**src/rtl/cnfca_pkg.sv**
```systemverilog
`default_nettype none
package cnfca_pkg;
    localparam int CellsDefault = 64;
    localparam logic [6:0] BufSizeReset = 7'd64;
    localparam logic [7:0] ChA = 8'h41;
    localparam logic [7:0] ChZ = 8'h5A;
    localparam logic [7:0] Cha = 8'h61;
    localparam logic [7:0] Chz = 8'h7A;

    localparam logic [1:0] StOk     = 2'd0;
    localparam logic [1:0] StBadLen = 2'd1;
    localparam logic [1:0] StBadLab = 2'd2;
    localparam logic [1:0] StNoRun  = 2'd3;

    typedef enum logic [3:0] {
        S_CLEAR,
        S_IDLE,
        S_SRCH_RD,
        S_SRCH,
        S_CMP_RD,
        S_CMP,
        S_CMP_FILL,
        S_WRITE,
        S_DONE
    } t_state;
endpackage
`default_nettype wire

```
**src/rtl/cnfca_ram.sv**
```systemverilog
`default_nettype none
module cnfca_ram #(
    parameter int Width = 8,
    parameter int Depth = 64
) (
    input  wire                     i_clk,
    input  wire                     i_we,
    input  wire [$clog2(Depth)-1:0] i_waddr,
    input  wire [Width-1:0]         i_wdata,
    input  wire [$clog2(Depth)-1:0] i_raddr,
    output logic [Width-1:0]        o_rdata
);
    logic [Width-1:0] r_mem [Depth];

    always_ff @(posedge i_clk) begin
        if (i_we) begin
            r_mem[i_waddr] <= i_wdata;
        end
        o_rdata <= r_mem[i_raddr];
    end
endmodule
`default_nettype wire

```
**src/rtl/circular_next_fit_cell_allocator_core.sv**
```systemverilog
`default_nettype none
// Circular next-fit allocator over a store of byte cells kept in one
// synchronous RAM. An assign beat looks, starting at the remembered search
// position and wrapping past the last cell in use, for a run of free cells
// of the requested length and fills it with the (uppercased) label; a
// release beat looks for a run holding the label and frees it. If the scan
// fails, occupied cells are compacted stably to the front and the scan is
// repeated. Every step touches one cell per cycle through the single RAM
// port pair. Where n is the number of cells in use, a request is first
// accepted; a rejected request then goes straight to the result. Otherwise
// the first scan runs (a read setup step, then up to 2*n cells); if that
// scan fails, compaction follows (a read setup step, n cells read, then the
// tail cells cleared) and the scan is repeated; then the run of length
// cells is written and the result is shown. After reset a clearing pass
// writes zero to all CELLS entries, one per cycle, before the first beat
// is accepted. The result is held in an output register until taken; the
// next beat is accepted in the cycle after it has been taken.
module circular_next_fit_cell_allocator_core #(
    parameter int CELLS = cnfca_pkg::CellsDefault
) (
    input  wire         i_clk,
    input  wire         i_rst_n,
    input  wire         i_cfg_we,
    input  wire  [6:0]  i_cfg_wdata,
    input  wire         i_valid,
    output logic        o_ready,
    input  wire         i_op,
    input  wire  [6:0]  i_length,
    input  wire  [7:0]  i_label,
    output logic        o_valid,
    input  wire         i_ready,
    output logic [1:0]  o_status,
    output logic [5:0]  o_position,
    output logic        o_compacted
);
    localparam int AW = $clog2(CELLS);
    // Counters hold up to twice the cell count and never less than a length.
    localparam int CW = (AW + 2 > 8) ? AW + 2 : 8;

    cnfca_pkg::t_state r_state, n_state;

    logic [6:0]    r_bufsize;
    logic [AW-1:0] r_sstart, n_sstart;
    logic [CW-1:0] r_n;
    logic [CW-1:0] r_len, n_len;
    logic [7:0]    r_want, n_want, r_fill, n_fill;
    logic [CW-1:0] r_k, n_k;
    logic [CW-1:0] r_s, n_s;
    logic [CW-1:0] r_cnt, n_cnt;
    logic [AW-1:0] r_head, n_head;
    logic [AW-1:0] r_idx, n_idx;
    logic [AW-1:0] r_wp, n_wp;
    logic          r_packed, n_packed;
    logic [1:0]    r_status, n_status;
    logic [5:0]    r_pos, n_pos;
    logic [AW:0]   r_clr, n_clr;

    logic          we;
    logic [AW-1:0] waddr, raddr;
    logic [7:0]    wdata, rdata;

    cnfca_ram #(.Width(8), .Depth(CELLS)) u_ram (
        .i_clk(i_clk), .i_we(we), .i_waddr(waddr), .i_wdata(wdata),
        .i_raddr(raddr), .o_rdata(rdata)
    );

    // Clamped size in use.
    logic [CW-1:0] nuse;
    always_comb begin
        if (r_bufsize == 7'd0) nuse = CW'(1);
        else if ({{(CW-7){1'b0}}, r_bufsize} > CW'(CELLS)) nuse = CW'(CELLS);
        else nuse = CW'(r_bufsize);
    end

    logic [7:0] lab_f;
    logic       lab_ok;
    logic [CW-1:0] in_len;
    always_comb begin
        lab_f = i_label;
        if (!i_op && i_label >= cnfca_pkg::Cha && i_label <= cnfca_pkg::Chz)
            lab_f = i_label - 8'h20;
        lab_ok = lab_f >= cnfca_pkg::ChA && lab_f <= cnfca_pkg::ChZ;
        in_len = CW'(i_length);
    end

    // Helper values for scan.
    logic [AW-1:0] idx_inc;
    logic [CW-1:0] cnt_inc;
    always_comb begin
        idx_inc = (CW'(r_idx) + CW'(1) < r_n) ? r_idx + AW'(1) : '0;
        cnt_inc = r_cnt + CW'(1);
    end

    always_ff @(posedge i_clk) begin
        if (!i_rst_n) begin
            r_bufsize <= cnfca_pkg::BufSizeReset;
        end else if (i_cfg_we) begin
            r_bufsize <= i_cfg_wdata;
        end
    end

    always_ff @(posedge i_clk) begin
        if (!i_rst_n) begin
            r_state  <= cnfca_pkg::S_CLEAR;
            r_sstart <= '0;
            r_clr    <= '0;
        end else begin
            r_state  <= n_state;
            r_sstart <= n_sstart;
            r_clr    <= n_clr;
        end
    end

    always_ff @(posedge i_clk) begin
        r_len    <= n_len;
        r_want   <= n_want;
        r_fill   <= n_fill;
        r_k      <= n_k;
        r_s      <= n_s;
        r_cnt    <= n_cnt;
        r_head   <= n_head;
        r_idx    <= n_idx;
        r_wp     <= n_wp;
        r_packed <= n_packed;
        r_status <= n_status;
        r_pos    <= n_pos;
        if (r_state == cnfca_pkg::S_IDLE) r_n <= nuse;
    end

    always_comb begin
        n_state  = r_state;
        n_sstart = r_sstart;
        n_clr    = r_clr;
        n_len    = r_len;
        n_want   = r_want;
        n_fill   = r_fill;
        n_k      = r_k;
        n_s      = r_s;
        n_cnt    = r_cnt;
        n_head   = r_head;
        n_idx    = r_idx;
        n_wp     = r_wp;
        n_packed = r_packed;
        n_status = r_status;
        n_pos    = r_pos;
        we       = 1'b0;
        waddr    = r_idx;
        wdata    = 8'd0;
        raddr    = r_idx;
        o_ready  = 1'b0;
        o_valid  = 1'b0;
        unique case (r_state)
            cnfca_pkg::S_CLEAR: begin
                we    = 1'b1;
                waddr = r_clr[AW-1:0];
                n_clr = r_clr + (AW+1)'(1);
                if (r_clr == (AW+1)'(CELLS - 1)) n_state = cnfca_pkg::S_IDLE;
            end
            cnfca_pkg::S_IDLE: begin
                o_ready = 1'b1;
                if (i_valid) begin
                    n_len    = in_len;
                    n_want   = i_op ? lab_f : 8'd0;
                    n_fill   = i_op ? 8'd0 : lab_f;
                    n_packed = 1'b0;
                    n_pos    = '0;
                    if (i_length == 7'd0 || in_len > nuse) begin
                        n_status = cnfca_pkg::StBadLen;
                        n_state  = cnfca_pkg::S_DONE;
                    end else if (!lab_ok) begin
                        n_status = cnfca_pkg::StBadLab;
                        n_state  = cnfca_pkg::S_DONE;
                    end else begin
                        n_status = cnfca_pkg::StOk;
                        n_state  = cnfca_pkg::S_SRCH_RD;
                        n_s      = (CW'(r_sstart) < nuse) ? CW'(r_sstart) : '0;
                    end
                end
            end
            cnfca_pkg::S_SRCH_RD: begin
                n_idx   = r_s[AW-1:0];
                n_head  = r_s[AW-1:0];
                n_k     = '0;
                n_cnt   = '0;
                raddr   = r_s[AW-1:0];
                n_state = cnfca_pkg::S_SRCH;
            end
            cnfca_pkg::S_SRCH: begin
                // rdata holds cell r_idx; prefetch the next cell.
                raddr = idx_inc;
                n_idx = idx_inc;
                n_k   = r_k + CW'(1);
                if (rdata == r_want) begin
                    n_cnt = cnt_inc;
                    if (cnt_inc >= r_len) begin
                        n_wp    = r_head;
                        n_pos   = 6'(r_head);
                        n_k     = '0;
                        n_state = cnfca_pkg::S_WRITE;
                    end
                end else begin
                    n_cnt  = '0;
                    n_head = idx_inc;
                end
                if (n_state == cnfca_pkg::S_SRCH) begin
                    if ((rdata != r_want && r_k >= r_n - r_s
                         && CW'(r_idx) == r_n - CW'(1))
                        || r_k + CW'(1) >= (r_n << 1) - r_s) begin
                        if (r_packed) begin
                            n_status = cnfca_pkg::StNoRun;
                            n_pos    = '0;
                            n_state  = cnfca_pkg::S_DONE;
                        end else begin
                            n_packed = 1'b1;
                            n_idx    = '0;
                            n_wp     = '0;
                            n_state  = cnfca_pkg::S_CMP_RD;
                        end
                    end
                end
            end
            cnfca_pkg::S_CMP_RD: begin
                raddr   = '0;
                n_idx   = '0;
                n_state = cnfca_pkg::S_CMP;
            end
            cnfca_pkg::S_CMP: begin
                // Write pointer never passes read pointer, so stable packing.
                raddr = r_idx + AW'(1);
                n_idx = r_idx + AW'(1);
                if (rdata != 8'd0) begin
                    we    = 1'b1;
                    waddr = r_wp;
                    wdata = rdata;
                    n_wp  = r_wp + AW'(1);
                end
                if (CW'(r_idx) == r_n - CW'(1)) begin
                    n_k     = (rdata != 8'd0) ? CW'(r_wp) + CW'(1) : CW'(r_wp);
                    n_state = cnfca_pkg::S_CMP_FILL;
                end
            end
            cnfca_pkg::S_CMP_FILL: begin
                if (r_k < r_n) begin
                    we    = 1'b1;
                    waddr = r_k[AW-1:0];
                    n_k   = r_k + CW'(1);
                end else begin
                    n_s      = (CW'(r_wp) < r_n && r_wp != '0) ? CW'(r_wp) : '0;
                    // Store full wraps wp to zero; also covers empty store.
                    n_sstart = n_s[AW-1:0];
                    n_state  = cnfca_pkg::S_SRCH_RD;
                end
            end
            cnfca_pkg::S_WRITE: begin
                we    = 1'b1;
                waddr = r_wp;
                wdata = r_fill;
                n_wp  = (CW'(r_wp) + CW'(1) < r_n) ? r_wp + AW'(1) : '0;
                n_k   = r_k + CW'(1);
                if (r_k + CW'(1) >= r_len) begin
                    n_sstart = r_head;
                    n_state  = cnfca_pkg::S_DONE;
                end
            end
            cnfca_pkg::S_DONE: begin
                o_valid = 1'b1;
                if (i_ready) n_state = cnfca_pkg::S_IDLE;
            end
            default: n_state = cnfca_pkg::S_IDLE;
        endcase
    end

    assign o_status    = r_status;
    assign o_position  = r_pos;
    assign o_compacted = r_packed;

    a_no_both: assert property (@(posedge i_clk) disable iff (!i_rst_n)
        !(o_ready && o_valid)) else $error("ready and valid together");
    a_ok_after_accept: assert property (@(posedge i_clk) disable iff (!i_rst_n)
        (o_valid && r_status == cnfca_pkg::StBadLen) |-> !r_packed)
        else $error("compaction on bad length");
    a_norun_packed: assert property (@(posedge i_clk) disable iff (!i_rst_n)
        (o_valid && r_status == cnfca_pkg::StNoRun) |-> r_packed)
        else $error("no run without compaction");
endmodule
`default_nettype wire

```
**config.mk**
```make
export PLATFORM = sky130hd
export DESIGN_NAME = circular_next_fit_cell_allocator_core
export DESIGN_NICKNAME = d
export VERILOG_FILES = /design/src/rtl/cnfca_pkg.sv /design/src/rtl/cnfca_ram.sv /design/src/rtl/circular_next_fit_cell_allocator_core.sv
export SDC_FILE = /design/constraint.sdc
export NUM_CORES = 1
export LEC_CHECK = 0
export BUFFER_PORTS_ARGS = -buffer_cell sky130_fd_sc_hd__buf_2
export CAP_MARGIN = 10
export CELL_PAD_IN_SITES_DETAIL_PLACEMENT = 0
export CELL_PAD_IN_SITES_GLOBAL_PLACEMENT = 1
export CORE_MARGIN = 8
export CORE_UTILIZATION = 40
export DETAILED_ROUTE_END_ITERATION = 16
export HOLD_SLACK_MARGIN = 0.03
export PLACE_DENSITY_LB_ADDON = 0.3
export RECOVER_POWER = 50
export REMOVE_ABC_BUFFERS = 1
export SETUP_SLACK_MARGIN = 0.02
export SLEW_MARGIN = 20
export SYNTH_ARGS = -nofsm -noshare
export SYNTH_HDL_FRONTEND = slang
export SYNTH_HIERARCHICAL = 1
export SYNTH_SLANG_ARGS = --single-unit
```
**constraint.sdc**
```tcl
create_clock -name i_clk -period 4.3 [get_ports i_clk]
set_clock_uncertainty 0.05 [all_clocks]
set_input_delay 0.86 -clock i_clk [delete_from_list [all_inputs] [get_ports i_clk]]
set_output_delay 0.86 -clock i_clk [all_outputs]
set_load 0.1 [all_outputs]
```
== Word-level counts from Yosys, hierarchy flattened ==
Memory sizes are Yosys's and may differ from the RTL's. A register that Yosys moved wholly into a read port is not among the register bits.
Cells that the tools add are included.
Word-level totals
  register bits: 106
  bits in writable memories: 512
  input port bits: 28
  output and inout port bits: 11
  logic and storage cells: 185
  memories: 1
Operators by class
  add/subtract/negate cells: 11
  order comparisons: 15
  equal/unequal tests: 27
  mux-type cells: 82
  reduce and logical (&&, ||, !) cells: 32
Memory list
  u_ram.r_mem: words 64, bits a word 8, rd ports 1, clocked after memory_dff 1, wr ports 1, RTL line cnfca_ram.sv:13  | logic [Width-1:0] r_mem [Depth];
Operators by type and width (count)
  6-bit two-way mux: 24
  8-bit two-way mux: 13
  6-bit case mux with 4 select lines: 3
  4-bit two-way mux: 14
  8-bit case mux with 2 select lines: 3
  8-bit case mux with 5 select lines: 1
  4-bit case mux with 9 select lines: 1
  6-bit case mux with 2 select lines: 3
  2-bit inequality test (second input constant): 14
  6-bit case mux with 3 select lines: 1
  8-bit by 1-bit adder with 8-bit output (second input constant): 2
  4-bit by 3-bit == test with 1-bit output (second input constant): 4
  8-bit by 7-bit >= comparator with 1-bit output: 2
  8-bit by 7-bit >= comparator with 1-bit output (second input constant): 2
  8-bit >= comparator: 2
  8-bit by 7-bit <= comparator with 1-bit output (second input constant): 2
  6-bit by 8-bit less-than comparator with 1-bit output: 2
  7-bit by 8-bit less-than comparator with 1-bit output: 2
  8-bit subtractor: 2
  6-bit by 1-bit adder with 7-bit output (second input constant): 2
  7-bit zero test: 2
  6-bit by 1-bit adder with 6-bit output (second input constant): 2
  4-bit by 2-bit == test with 1-bit output (second input constant): 3
  2-bit two-way mux: 6
  33 further kinds: 55

== Logic depth before layout (Yosys ltp) ==
  word-level depth: 10
  gate-level depth with buffers: 19
  mapped depth without buffers: 17

== Modules after synthesis ==
Netlist, hierarchy kept.
Modules (own cells, without submodules)
  cnfca_ram: instances 1, cells each 940, area an instance 20156.8 sq um, seq. area each 15534.9 sq um
  circular_next_fit_cell_allocator_core: instances 1, cells each 816, area an instance 7683.6 sq um, seq. area each 2852.7 sq um

== Worst setup path after synthesis ==
OpenSTA, ideal clock, no wires.
  path kind: register -> register
  start: register r_state[0]
  end: register r_s[0] (enable)
  library setup time: 0.377 ns
  arrival time: 4.109 ns
  setup slack: -0.236 ns
  cell stages (with the launch flop): 6
  buffers on the path: 1
  clock period less this slack: 4.536 ns
  cells stage by stage: dfxtp_1 -> clkbuf_1 -> nand2b_1 -> nor3_1 -> nand2_1 -> o21ai_0
On the way
  cells in the longest elaborated chain, start to end: 3
  elaborated cells on any way between the ends: 8
  classes of those cells: eq/ne: 6; reduce/logical: 2
Ends and longest elaborated chain
  from (decl): RTL line circular_next_fit_cell_allocator_core.sv:40  | cnfca_pkg::t_state r_state, n_state;
  from (signal assigned): RTL line circular_next_fit_cell_allocator_core.sv:104  | r_state <= cnfca_pkg::S_CLEAR;
  from (signal assigned): RTL line circular_next_fit_cell_allocator_core.sv:108  | r_state <= n_state;
  4-bit by 1-bit == test with 1-bit output or 4-bit by 3-bit == test with 1-bit output (tied branches): RTL line circular_next_fit_cell_allocator_core.sv:152  | unique case (r_state)
  2-bit inequality test (no line) or 2-bit nonzero test (tied branches)
  5-bit AND reduction (no line) *
  to (signal assigned): RTL line circular_next_fit_cell_allocator_core.sv:119  | r_s <= n_s;
  to (decl): RTL line circular_next_fit_cell_allocator_core.sv:48  | logic [CW-1:0] r_s, n_s;
Every way passes the cells marked *; elsewhere a longest branch is shown, timed or not.
A chain may end at the register's enable or synchronous reset.

== Worst setup path after layout ==
  start: register r_idx[0]
  end: register u_ram.o_rdata[4] (read register of u_ram.r_mem)
On the way
  cells in the longest elaborated chain, start to end: 4
  elaborated cells on any way between the ends: 5
  classes of those cells: add/sub: 2; order compare: 1; mux: 2
Ends and longest elaborated chain
  from (decl): RTL line circular_next_fit_cell_allocator_core.sv:51  | logic [AW-1:0] r_idx, n_idx;
  from (signal assigned): RTL line circular_next_fit_cell_allocator_core.sv:122  | r_idx <= n_idx;
  6-bit by 1-bit adder with 7-bit output: RTL line circular_next_fit_cell_allocator_core.sv:90  | idx_inc = (CW'(r_idx) + CW'(1) < r_n) ? r_idx + AW'(1) : '0;
  7-bit by 8-bit less-than comparator with 1-bit output: RTL line circular_next_fit_cell_allocator_core.sv:90
  6-bit two-way mux: RTL line circular_next_fit_cell_allocator_core.sv:90
  6-bit case mux with 4 select lines *: RTL line circular_next_fit_cell_allocator_core.sv:152
  via raddr[0]: RTL line circular_next_fit_cell_allocator_core.sv:59  | logic [AW-1:0] waddr, raddr;
  to (decl): RTL line cnfca_ram.sv:11  | output logic [Width-1:0] o_rdata
Mark *: on every way through the listed nets, which the timed path passes. The rest lies on a longest branch.

==> results_dict.tcl <==
set metrics [dict create \
    final_cells 2964 \
    groute.layer.met2.usage_pct 30.7 \
    synthMuxAreaShare_pct 12.2 \
    synth_top_area_share_pct 63.7 \
    synth-async-reset-ratio_pct 0 \
    pwr_density_cell_mw_per_mm2 398 \
    row_count 96 \
    grt.total_usage_pct 19.0 \
    synth_largest_area_cell "edfxtp_1" \
    dpl.cell_count 2825 \
    yosysWarnings 6 \
    maxSlewViolCount 195 \
    place.gp.congestion 0.877 \
    die_x_um 280 \
    synth_common_cells "edfxtp_1 (591), nor2_1 (130), mux4_2 (126)" \
    synth_ff_type "edfxtp_1" \
    grt_busiest_layer "met2" \
    cpPeakStageDelay_ns 0.50 \
    required_ns 4.75 \
    clkLatencyLatePin_ns 0.62 \
    rsz0062_at_grt "false" \
    ctsHtreeMaxLevel 3 \
    failed_checks "max-capacitance violations, max-slew violations" \
    numCtsBuffers 69 \
    syn_area_per_cell_um2 15.9 \
    grt_start_max_net_pins 65 \
    worst_setup_path_end_kind "register" \
    n_antenna_cell 0 \
    slew_headroom_pct -37.9 \
    leakagePower_nw 11.2 \
    die_y_um 280 \
    via_per_inst 5.65 \
    place_area_mm2 0.0304 \
    synth_most_common_cell "edfxtp_1" \
    tightestPinTransition_ns 2.07 \
    synth_area_mm2 0.0278 \
    grt_pass1_wl_um 112000 \
    cp.arrival_ns 4.58 \
    dp_hpwl_um 52100 \
    synth_edf_count 591 \
    drtIter0Drc 1558 \
    area_growth_pct 18.6 \
    syn_inst 1756 \
    use_met3_pct 3.99 \
    firstDrtPassIters 5 \
    cts-root-buf "clkbuf_16" \
    period_needed_ns 4.13 \
    detail-route-antenna-nets 0 \
    synthTopCellsByArea "edfxtp_1 (64%), mux4_2 (10%), ha_1 (3.8%)" \
    cp_slowest_cell "mux4_2" \
    synth_compound_area_share_pct 6.44 \
    synth_cell_types 78 \
    grt_overflow 0 \
    port_buffers 38 \
    antenna_found_initial 0 \
    ys_seq_area_share_pct 66.0 \
    cts_tree "done" \
    core_area_mm2 0.0687 \
    final_layout_size_suffix_gt1_share_pct 24.0 \
    power_mw 13.2 \
    initial_utilization_pct 40.5 \
    fmax_mhz 242 \
    min_path_type "input port to register" \
    synth-adder-area-share_pct 3.96 \
    synth_xor_area_share_pct 1.76 \
    hold_violations 0 \
    outcome "finished with violations" \
    wire_per_inst_um 25.5 \
    drc 0 \
    synth-simple-area-share_pct 7.25 \
    grt_pass1_vias 16900 \
    layout.nets 2092 \
    path_max_fanout 6 \
    num_vias 16800 \
    crit_type "register to register" \
    setup_viol 0 \
    drt-total-wl_um 75500 \
    cts.sinks 623 \
    io_pins 39 \
    clk_pin_slew_ns 0.06 \
    cap_viol_max_count 5 \
    start_kind "register" \
    timing.final.crit_share_pct 96.0 \
    cts.path.max_buffers 3 \
    met1_usage_pct 26.4 \
    ys_ff_latch 623 \
    cp_cell_sequence "ha_4, ha_1, nor2b_1, o21a_1, o21a_1, o21ai_1, a22oi_1, and2_1, o21ai_4, buf_12, buf_6, buf_12, mux4_2, mux2_2, o221a_2, nor3_2, o32ai_1" \
    design_area_mm2 0.0330 \
    die-area_mm2 0.0783 \
    peakVddDrop_mv 0.319 \
    synth_top_family_by_area "multiplexers" \
]
==> sequential cells by signal, indices dropped and copies added, names as in the netlist <==
name / cells
r_idx: 6
r_head: 6
o_compacted: 1
r_len: 7
r_n: 7
r_k: 8
r_state: 4
r_fill: 8
r_want: 8
r_sstart: 6
o_position: 6
r_wp: 6
r_cnt: 8
r_s: 6
r_bufsize: 7
r_clr: 7
u_ram/o_rdata: 8
o_status: 2
u_ram/r_mem: 512
==> stage by stage <==
stage | hold slack (ns) | setup WS [ns] | utilization, % | setup TNS [ns]
2_1_floorplan | 0.428 | -15.90 | - | -136.60
3_3_place_gp | 0.486 | -0.0640 | 44.2 | -0.134
3_5_place_dp | 0.486 | -0.107 | 44.2 | -0.185
4_1_cts | 0.390 | 0.0457 | 47.9 | 0
5_1_grt | 0.451 | 0.00700 | 48.1 | 0
6_report | 0.452 | 0.173 | 48.1 | 0
==> path summary, 6_finish.rpt <==
kind,end,slack (ns),startpoint,cells past startpoint
hold / removal,r_bufsize[6],0.45,i_cfg_wdata[6],3
setup / recovery,u_ram/o_rdata[4],0.17,r_idx[0],17
setup reg to reg,u_ram/o_rdata[4],0.17,r_idx[0],17
hold reg to reg,r_bufsize[4],0.49,r_bufsize[4],2
==> metal layers <==
metal,wire [um],vias to the layer above,part of all wire (%)
met3,5510,96,7.3
met5,0,-,0
met1,33000,8638,44
met2,35700,610,47
met4,1320,0,1.7
li1,-,7408,-
==> cells in the final DEF (no fill, tap or decap), drive strengths merged, types with 18 or more instances in the layout <==
cell / count
mux2i: 38
inv: 64
and3: 19
nand3: 40
xnor2: 35
mux4: 126
a21oi: 39
clkinv: 23
o21ai: 62
and2: 18
edfxtp: 591
dfxtp: 32
nor2: 130
nor2b: 35
nand2: 80
ha: 85
xor2: 21
clkbuf: 117
nor3: 26
buf: 198
==> cells by family after synthesis <==
logic type | count (synthesis)
xor gates and xnor gates | 56
and+or+nand+nor | 410
buffers and inverters | 144
adders and majority gates | 87
muxes | 179
DFF | 623
AOI/OAI and AO/OA | 257
==> power breakdown <==
part,total (mW),internal [mW],switching (mW)
Clock,6.40,3.92,2.48
Combinational,0.161,0.0570,0.104
Sequential,6.60,6.58,0.0152
Total,13.2,10.6,2.60
==> critical path, delay by kind of cell (launching register included) <==
family,cells,cell delay (ns)
flip-flops,1,0.45
multiplexers,2,0.77
AND/OR/NAND/NOR,3,0.66
adder cells (fa/ha/maj),2,0.55
buffers and inverters,3,0.39
AO/OA/AOI/OAI,7,1.13
==> layout make-up <==
type / count / area (um2)
repair buffers: 232 / 1810
flip-flops and latches: 623 / 18400
clock buffers: 83 / 1860
fillers: 5944 / 35700
well taps: 931 / 1160
inverters: 62 / 233
multi-input cells: 989 / 8930
clock inverters: 44 / 636
==> repair_timing <==
action	in CTS	in global routing
pin swaps	1	1
cloned	0	2
hold buffers	0	0
buffers inserted	4	6
gates resized for setup	3	12
endpoints found under the setup margin	4	122
Note: power is estimated with default switching activity, not from simulation.
